### config.mk
export PLATFORM = sky130hd
export DESIGN_NAME = positional_ordered_list_flat
export DESIGN_NICKNAME = d
export VERILOG_FILES = /design/src/rtl/pol_pkg.sv /design/src/rtl/pol_if.sv /design/src/rtl/pol_ram.sv /design/src/rtl/positional_ordered_list.sv /design/src/flat_wrapper.sv
export SDC_FILE = /design/constraint.sdc
export NUM_CORES = 2
export LEC_CHECK = 0
export BUFFER_PORTS_ARGS = -buffer_cell sky130_fd_sc_hd__buf_2
export CORE_UTILIZATION = 55
export CTS_CLUSTER_DIAMETER = 150
export DETAILED_ROUTE_END_ITERATION = 8
export PLACE_DENSITY_LB_ADDON = 0.08
export SETUP_SLACK_MARGIN = 0.15
export SLEW_MARGIN = 10
export SYNTH_ARGS = -nofsm -noshare
export SYNTH_HDL_FRONTEND = slang
export SYNTH_SLANG_ARGS = --single-unit
export TNS_END_PERCENT = 50
### constraint.sdc
create_clock -name clk -period 18.2 [get_ports clk]
set_clock_uncertainty 0.2 [all_clocks]
set_input_delay 1.82 -clock clk [delete_from_list [all_inputs] [get_ports clk]]
set_output_delay 1.82 -clock clk [all_outputs]
set_load 0.02 [all_outputs]
### src/rtl/pol_pkg.sv
package pol_pkg;

    localparam int CAPACITY = 64;
    localparam int AW = $clog2(CAPACITY);
    localparam int CW = 7;

    typedef enum logic [3:0] {
        OP_INS_HEAD = 4'd0,
        OP_INS_TAIL = 4'd1,
        OP_INS_POS  = 4'd2,
        OP_REM_HEAD = 4'd3,
        OP_REM_TAIL = 4'd4,
        OP_REM_POS  = 4'd5,
        OP_LIST_FWD = 4'd6,
        OP_LIST_BCK = 4'd7,
        OP_CLEAR    = 4'd8
    } op_t;

    localparam logic [1:0] ST_OK    = 2'd0;
    localparam logic [1:0] ST_FULL  = 2'd1;
    localparam logic [1:0] ST_EMPTY = 2'd2;

    typedef enum logic [2:0] {
        S_IDLE,
        S_SHIFT_RD,
        S_SHIFT_WR,
        S_LIST,
        S_OUT
    } state_t;

    typedef struct packed {
        logic signed [31:0] item_value;
        logic               has_previous;
        logic               has_next;
        logic [1:0]         status;
        logic [CW-1:0]      length;
        logic               last;
    } result_t;

    typedef struct packed {
        logic [3:0]         operation;
        logic signed [31:0] new_value;
        logic [7:0]         position;
    } request_t;

endpackage

### src/rtl/pol_if.sv
interface pol_req_if;
    import pol_pkg::*;
    logic     valid;
    logic     ready;
    request_t data;
    modport source (output valid, output data, input ready);
    modport sink (input valid, input data, output ready);
endinterface

interface pol_res_if;
    import pol_pkg::*;
    logic    valid;
    logic    ready;
    result_t data;
    modport source (output valid, output data, input ready);
    modport sink (input valid, input data, output ready);
endinterface

### src/rtl/pol_ram.sv
module pol_ram #(
    parameter int DEPTH = 64,
    parameter int WIDTH = 32
) (
    input  logic                     clk,
    input  logic                     we,
    input  logic [$clog2(DEPTH)-1:0] waddr,
    input  logic [WIDTH-1:0]         wdata,
    input  logic [$clog2(DEPTH)-1:0] raddr,
    output logic [WIDTH-1:0]         rdata
);
    logic [WIDTH-1:0] mem [DEPTH];

    // One write port and one registered read port.
    always_ff @(posedge clk)
    begin
        if (we)
        begin
            mem[waddr] <= wdata;
        end
        rdata <= mem[raddr];
    end
endmodule

### src/rtl/positional_ordered_list.sv
// Positional ordered list of up to 64 signed 32-bit values held in one RAM.
// Channels: req carries operation, new_value and position; res returns
// result items with item_value, neighbour flags, status, length and last.
// An edit operation gives one result item. An insert or remove moves every
// element between the edit point and the tail by one cell; each element is
// read in S_SHIFT_RD, then written back one cell on in S_SHIFT_WR through the
// RAM write port. Head-side edits of a long list are the slowest case.
// Listing gives one result item per element, one element each cycle when
// the receiver takes them, once the first RAM read has been issued;
// an empty listing gives one item with status empty.
// A new item is taken only once all results of the previous one are taken.
// When the receiver stalls the result register holds its item and the walk
// pauses. Reset empties the list at once; RAM contents need no clearing.
module positional_ordered_list (
    input logic clk,
    input logic rst_n,
    pol_req_if.sink   req,
    pol_res_if.source res
);
    import pol_pkg::*;

    state_t             state_reg, state_next;
    logic [CW-1:0]      count_reg, count_next;
    logic [3:0]         op_reg, op_next;
    logic signed [31:0] val_reg, val_next;
    logic [CW-1:0]      idx_reg, idx_next;   // cell being moved or listed
    logic [CW-1:0]      stop_reg, stop_next; // edit point
    logic [CW-1:0]      seen_reg, seen_next; // listed so far
    logic               rd_pend_reg, rd_pend_next;
    result_t            res_reg, res_next;
    logic               res_valid_reg, res_valid_next;

    logic               we;
    logic [AW-1:0]      waddr, raddr;
    logic [31:0]        wdata, rdata;

    pol_ram #(.DEPTH(CAPACITY), .WIDTH(32)) u_ram (
        .clk(clk), .we(we), .waddr(waddr), .wdata(wdata),
        .raddr(raddr), .rdata(rdata)
    );

    assign req.ready = (state_reg == S_IDLE) && !res_valid_reg;
    assign res.valid = res_valid_reg;
    assign res.data  = res_reg;

    // Control registers.
    always_ff @(posedge clk or negedge rst_n)
    begin
        if (!rst_n)
        begin
            state_reg     <= S_IDLE;
            count_reg     <= '0;
            res_valid_reg <= 1'b0;
            rd_pend_reg   <= 1'b0;
        end
        else
        begin
            state_reg     <= state_next;
            count_reg     <= count_next;
            res_valid_reg <= res_valid_next;
            rd_pend_reg   <= rd_pend_next;
        end
    end

    // Payload registers.
    always_ff @(posedge clk)
    begin
        op_reg   <= op_next;
        val_reg  <= val_next;
        idx_reg  <= idx_next;
        stop_reg <= stop_next;
        seen_reg <= seen_next;
        res_reg  <= res_next;
    end

    // Sequencer: decodes an item, walks the RAM and forms the results.
    always_comb
    begin
        logic [CW-1:0] p0;
        logic          take;
        logic          free;
        logic [CW-1:0] li;
        state_next     = state_reg;
        count_next     = count_reg;
        op_next        = op_reg;
        val_next       = val_reg;
        idx_next       = idx_reg;
        stop_next      = stop_reg;
        seen_next      = seen_reg;
        rd_pend_next   = 1'b0;
        res_next       = res_reg;
        res_valid_next = res_valid_reg;
        we             = 1'b0;
        waddr          = idx_reg[AW-1:0];
        wdata          = rdata;
        raddr          = idx_reg[AW-1:0];
        p0 = (req.data.position <= 8'd1) ? '0 : CW'(req.data.position - 8'd1);
        take = req.valid && req.ready;
        free = !res_valid_reg || res.ready;
        li   = '0;
        if (res_valid_reg && res.ready)
        begin
            res_valid_next = 1'b0;
        end

        unique case (state_reg)
            S_IDLE:
            begin
                if (take)
                begin
                    op_next  = req.data.operation;
                    val_next = req.data.new_value;
                    res_next = '0;
                    res_next.last   = 1'b1;
                    res_next.length = count_reg;
                    case (req.data.operation)
                        OP_INS_HEAD, OP_INS_TAIL, OP_INS_POS:
                        begin
                            if (count_reg >= CW'(CAPACITY))
                            begin
                                res_next.status = ST_FULL;
                                res_valid_next  = 1'b1;
                            end
                            else
                            begin
                                if (req.data.operation == OP_INS_HEAD)
                                    stop_next = '0;
                                else if (req.data.operation == OP_INS_TAIL)
                                    stop_next = count_reg;
                                else
                                    stop_next = (p0 > count_reg || req.data.position > 8'd64)
                                        ? count_reg : p0;
                                idx_next   = count_reg;
                                state_next = S_SHIFT_RD;
                            end
                        end
                        OP_REM_HEAD, OP_REM_TAIL, OP_REM_POS:
                        begin
                            if (req.data.operation == OP_REM_HEAD)
                                stop_next = '0;
                            else if (req.data.operation == OP_REM_TAIL)
                                stop_next = count_reg - CW'(1);
                            else
                                stop_next = p0;
                            if (count_reg == '0 || (req.data.operation == OP_REM_POS
                                && (req.data.position > 8'd64 || p0 >= count_reg)))
                            begin
                                res_next.status = ST_EMPTY;
                                res_valid_next  = 1'b1;
                            end
                            else
                            begin
                                idx_next   = (req.data.operation == OP_REM_HEAD)
                                    ? '0 : stop_next;
                                state_next = S_SHIFT_RD;
                            end
                        end
                        OP_LIST_FWD, OP_LIST_BCK:
                        begin
                            if (count_reg == '0)
                            begin
                                res_next.status = ST_EMPTY;
                                res_valid_next  = 1'b1;
                            end
                            else
                            begin
                                idx_next   = (req.data.operation == OP_LIST_FWD)
                                    ? '0 : count_reg - CW'(1);
                                seen_next  = '0;
                                state_next = S_LIST;
                            end
                        end
                        OP_CLEAR:
                        begin
                            count_next      = '0;
                            res_next.length = '0;
                            res_valid_next  = 1'b1;
                        end
                        default:
                        begin
                            res_valid_next = 1'b1;
                        end
                    endcase
                end
            end

            // Insert moves cells up from the tail; remove moves them down.
            S_SHIFT_RD:
            begin
                if (op_reg <= 4'(OP_INS_POS))
                begin
                    if (idx_reg == stop_reg)
                    begin
                        we         = 1'b1;
                        wdata      = val_reg;
                        count_next = count_reg + CW'(1);
                        state_next = S_OUT;
                    end
                    else
                    begin
                        raddr      = AW'(idx_reg - CW'(1));
                        state_next = S_SHIFT_WR;
                    end
                end
                else
                begin
                    if (idx_reg + CW'(1) >= count_reg)
                    begin
                        count_next = count_reg - CW'(1);
                        state_next = S_OUT;
                    end
                    else
                    begin
                        raddr      = AW'(idx_reg + CW'(1));
                        state_next = S_SHIFT_WR;
                    end
                end
            end

            S_SHIFT_WR:
            begin
                we    = 1'b1;
                wdata = rdata;
                if (op_reg <= 4'(OP_INS_POS))
                    idx_next = idx_reg - CW'(1);
                else
                    idx_next = idx_reg + CW'(1);
                state_next = S_SHIFT_RD;
            end

            S_OUT:
            begin
                res_next = '0;
                res_next.last   = 1'b1;
                res_next.length = count_reg;
                res_valid_next  = 1'b1;
                state_next      = S_IDLE;
            end

            // A read is issued; its data comes back through the RAM read register and
            // moves into the result register once that register is free.
            S_LIST:
            begin
                if (rd_pend_reg && free)
                begin
                    li = (op_reg == 4'(OP_LIST_FWD)) ? seen_reg
                        : count_reg - CW'(1) - seen_reg;
                    res_next.item_value   = rdata;
                    res_next.has_previous = (li != '0);
                    res_next.has_next     = (li + CW'(1) < count_reg);
                    res_next.status       = ST_OK;
                    res_next.length       = count_reg;
                    res_next.last         = (seen_reg + CW'(1) == count_reg);
                    res_valid_next        = 1'b1;
                    seen_next             = seen_reg + CW'(1);
                    if (seen_reg + CW'(1) == count_reg)
                        state_next = S_IDLE;
                    else
                    begin
                        idx_next = (op_reg == 4'(OP_LIST_FWD))
                            ? idx_reg + CW'(1) : idx_reg - CW'(1);
                        raddr        = AW'(idx_next);
                        rd_pend_next = 1'b1;
                    end
                end
                else if (rd_pend_reg)
                begin
                    raddr        = idx_reg[AW-1:0];
                    rd_pend_next = 1'b1;
                end
                else
                begin
                    raddr        = idx_reg[AW-1:0];
                    rd_pend_next = 1'b1;
                end
            end

            default:
            begin
                state_next = S_IDLE;
            end
        endcase
    end
endmodule

### src/flat_wrapper.sv
// flat-port wrapper written by rule: the top's interface ports become plain ports
module positional_ordered_list_flat import pol_pkg::*;
  (clk, rst_n, req_valid, req_data, req_ready, res_valid, res_data, res_ready);
  pol_req_if req_i ();
  pol_res_if res_i ();
  input logic clk;
  input logic rst_n;
  input wire logic [$bits(req_i.valid)-1:0] req_valid;
  input wire logic [$bits(req_i.data)-1:0] req_data;
  output wire logic [$bits(req_i.ready)-1:0] req_ready;
  output wire logic [$bits(res_i.valid)-1:0] res_valid;
  output wire logic [$bits(res_i.data)-1:0] res_data;
  input wire logic [$bits(res_i.ready)-1:0] res_ready;
  assign req_i.valid = req_valid;
  assign req_i.data = req_data;
  assign req_ready = req_i.ready;
  assign res_valid = res_i.valid;
  assign res_data = res_i.data;
  assign res_i.ready = res_ready;
  positional_ordered_list u_core (.clk(clk), .rst_n(rst_n), .req(req_i), .res(res_i));
endmodule
==> run_results.csv <==
group,metric,value,unit
run_status,outcome,"finished, final reports clean",
cts,post_cts_buffers,0,
final_layout,reg_top3,"u_core.u_ram.mem (2048), u_core.res.data (44)",
cts,tritoncts,"done",
place,port_buffers,93,
route,via_count,52300,
place,dp.cells,7490,
worst_setup_path,end_kind,"flop",
synthesis,avgSynthCellArea,15.8,um2
final_layout,syn2layout_area_growth,12.0,%
synthesis,syn_area,87300,um2
route,drt_drc_violations_left,0,
synthesis,synth_compound_area_frac,0.0581,
floorplan,std_cell_rows,145,
route,drt_wl_total,255,mm
global_routing,grt_antenna_before_repair,18,
synthesis,async_reset_ff_frac,0.00547,
worst_setup_path,cp_slowest_stage_delay,830,ps
global_routing,grt_pass1_wl,364,mm
route,drt_first_iter_violations,7985,
worst_setup_path,crit_path_max_fanout,52,
synthesis,syn_nets,5619,
floorplan,die_h,400,um
timing,max-slew-margin-rel,0.153,
timing,maxSlewViolCount,0,
cts,clk_path_buf_depth,3,
route,drt-vias-per-instance,6.62,
worst_setup_path,reg2reg_slack,9600,ps
worst_setup_path,cp_common_cell,"buf_4",
min_path,holdPathStages,1,
place,dp_hpwl,142,mm
run,cap_viol_max_count,0,
synthesis,synthFlopType,"edfxtp_1",
timing,post-route-min-period,8600,ps
timing,rsz0062_at_grt,"no",
cts,clk_pin_slew_worst_paths,60,ps
final_layout,largest-register,"u_core.u_ram.mem",
floorplan,die_w,400,um
timing,fmax,0.116,GHz
final_layout,nets,5741,
global_routing,grtUsageTotal,0.316,
cts,root_buffer,"clkbuf_16",
worst_setup_path,ff2ff_path_depth,19,
worst_setup_path,crit_start,"u_core.idx_reg[3]",
worst_setup_path,cp.required,18770,ps
synthesis,seq_area_frac_synth,0.750,
cts,htreeDepth,4,
final_layout,largest_reg_flops,2048,
cts,worstSkewPairLatency,860,ps
place,place.gp.congestion,0.900,
cts,cts_hold_buf,0,
floorplan,dieArea,160000,um2
worst_setup_path,path_class,"reg -> reg",
worst_setup_path,r2r_start,"u_core.idx_reg[3]",
synthesis,yosys.area.top_type,"edfxtp_1",
timing,setup_viol,0,
final_layout,fin_cells,7905,
cts,cts_buffers,220,
timing,tns,0,ps
synthesis,ys_warn_count,0,
global_routing,overflow,0,
synthesis,syn_inst,5533,
synthesis,synthSimpleGateAreaFrac,0.0907,
floorplan,ios,94,
synthesis,yosys.area_share.xor_xnor,0.00517,
final_layout,drive_gt1_frac,0.153,
global_routing,grt_pass1_vias,49100,
min_path,hold_class,"reg -> reg",
global_routing,grt_max_degree,125,
route,wire_per_inst,32.3,um
route,ant_nets,0,
synthesis,synth_adder_area_share,0.00553,
worst_setup_path,crit_path_start_kind,"flop",
cts,ctsResizeCount,0,
timing,timing.final.crit_share,0.473,
synthesis,ys_seq_elements,2193,
pwr,p_per_area,195,nW/um2
synthesis,synth_edf_count,2149,
min_path,hold_start,"u_core.u_ram.rdata[0]",
synthesis,synth_cell_types,82,
timing,worst_pin_slew,1270,ps
synthesis,synth_top_family_by_area,"simple AND/OR/NAND/NOR gates",
synthesis,muxShareOfSynthArea,0.0710,
timing,hold_viol_final,0,
synthesis,synthTopCellsByArea,"edfxtp_1, mux4_2, nand2_1",
synthesis,yosys.area.top_type_share,0.739,
worst_setup_path,crit_chain,"nand3_1 -> nor2_1 -> xor2_1 -> ha_1 -> a21oi_1 -> o211ai_1 -> a21oi_1 -> a22oi_1 -> mux2i_4 -> buf_4 -> nor3_2 -> buf_4 -> buf_4 -> buf_4 -> mux2i_1 -> a32oi_1 -> a22oi_1 -> a22oi_1 -> or3_1",
pwr,ir_drop,183,uV
floorplan,core,157000,um2
min_path,holdPathEnd,"u_core.res.data[12]",
worst_setup_path,rr_endpoint,"u_core.u_ram.rdata[0]",
pwr,p_leak,32.0,nW
cts,clock-sinks,2193,
route,drtPass1Iterations,8,
floorplan,start_util,0.556,
final_layout,fillers,11300,
worst_setup_path,arrival,9170,ps
worst_setup_path,slowest_stage,"a22oi_1",
==> critical path: cells and delay by family (launching register included) <==
kind	cells	cell delay (ps)
AO/OA/AOI/OAI	7	2450
buffers and inverters	4	2330
AND/OR/NAND/NOR	4	1670
flip-flops	1	820
multiplexers	2	420
adder cells (fa/ha/maj)	1	290
XOR/XNOR	1	270
==> power by group <==
part | internal (mW) | switching [mW] | total (mW)
Sequential | 6.44 | 0.174 | 6.62
Combinational | 2.31 | 5.67 | 7.98
Clock | 2.52 | 1.91 | 4.43
Total | 11.3 | 7.76 | 19.0
==> metrics by stage <==
step / utilization / setup WS (ps) / power, mW / hold slack, ps / cell area (um2)
2_1_floorplan: - / 12260 / 11.6 / 302 / 87300
3_3_place_gp: 0.578 / 9870 / 14.5 / 361 / 90700
3_5_place_dp: 0.578 / 9860 / 14.5 / 357 / 90700
4_1_cts: 0.623 / 9830 / 18.9 / 369 / 97700
5_1_grt: 0.623 / 9160 / 19.8 / 390 / 97700
6_report: 0.623 / 9600 / 19.0 / 375 / 97700
==> worst max-delay path by stage <==
stage | end | slack [ps] | cells after the start
global route | u_core.u_ram.rdata[15] | 9160 | 17
global placement | u_core.u_ram.rdata[0] | 9870 | 19
finish | u_core.u_ram.rdata[0] | 9600 | 19
floorplan | u_core.u_ram.mem[32][0] | 12260 | 8
CTS | u_core.u_ram.rdata[20] | 9830 | 18
detailed placement | u_core.u_ram.rdata[14] | 9860 | 19
==> layout make-up <==
| type | instances | area [um2] | share of cell area |
|---|---|---|---|
| sequential | 2193 | 65500 | 0.670 |
| multi-input combinational | 2956 | 20800 | 0.213 |
| clock buffer | 298 | 6030 | 0.0617 |
| tap | 2058 | 2570 | 0.0263 |
| timing repair buffer | 253 | 1740 | 0.0178 |
| clock inverter | 112 | 1000 | 0.0102 |
| inverter | 31 | 116 | 0.00119 |
| antenna | 4 | 10.0 | 0.000102 |
==> layout by cell type, fill, tap and decap left out, types with 102 or more instances in the layout <==
cell type,instances
nor2_1,116
a31oi_1,179
edfxtp_1,2149
mux4_2,184
nand3_1,374
clkbuf_16,223
nand4_1,103
a21oi_1,102
a22oi_1,158
buf_4,154
nand2_1,880
mux2i_1,159
==> metal layers <==
metal | wire (um) | GRT usage | vias to the layer above
met2 | 111000 | 0.449 | 3135
met1 | 105000 | 0.481 | 26800
met4 | 5850 | 0.0751 | 10
li1 | - | - | 21900
met5 | 69 | 0 | -
met3 | 33800 | 0.0966 | 395
==> cells in the mapped netlist (10+ instances only) <==
| cell type | count |
|---|---|
| a21o_1 | 12 |
| o22ai_1 | 11 |
| nor4b_1 | 23 |
| nand3_1 | 374 |
| a211oi_1 | 47 |
| ha_1 | 37 |
| a32oi_1 | 72 |
| inv_1 | 29 |
| dfxtp_1 | 32 |
| mux2i_1 | 160 |
| mux2_2 | 37 |
| nor2_1 | 187 |
| o211ai_1 | 36 |
| or4_1 | 13 |
| clkbuf_1 | 169 |
| nand4_1 | 103 |
| nor3_1 | 26 |
| buf_1 | 54 |
| xnor2_1 | 41 |
| a21oi_1 | 102 |
| and3_1 | 21 |
| buf_6 | 10 |
| buf_4 | 13 |
| dfrtp_1 | 12 |
| or3_1 | 24 |
| edfxtp_1 | 2149 |
| nand2_1 | 881 |
| a31oi_1 | 179 |
| nand2b_1 | 12 |
| buf_2 | 107 |
| a22oi_1 | 158 |
| and2_1 | 38 |
| mux4_2 | 184 |
| nor2b_1 | 12 |
| o21ai_0 | 58 |
==> cell families after synthesis <==
| group | count (synthesis) |
|---|---|
| AND/OR/NAND/NOR | 1750 |
| flip-flops | 2193 |
| AO/OA/AOI/OAI | 734 |
| XOR/XNOR | 50 |
| buffers and inverters | 384 |
| adder cells (fa/ha/maj) | 38 |
| multiplexers | 384 |
Power figures use the tool's default switching activity.
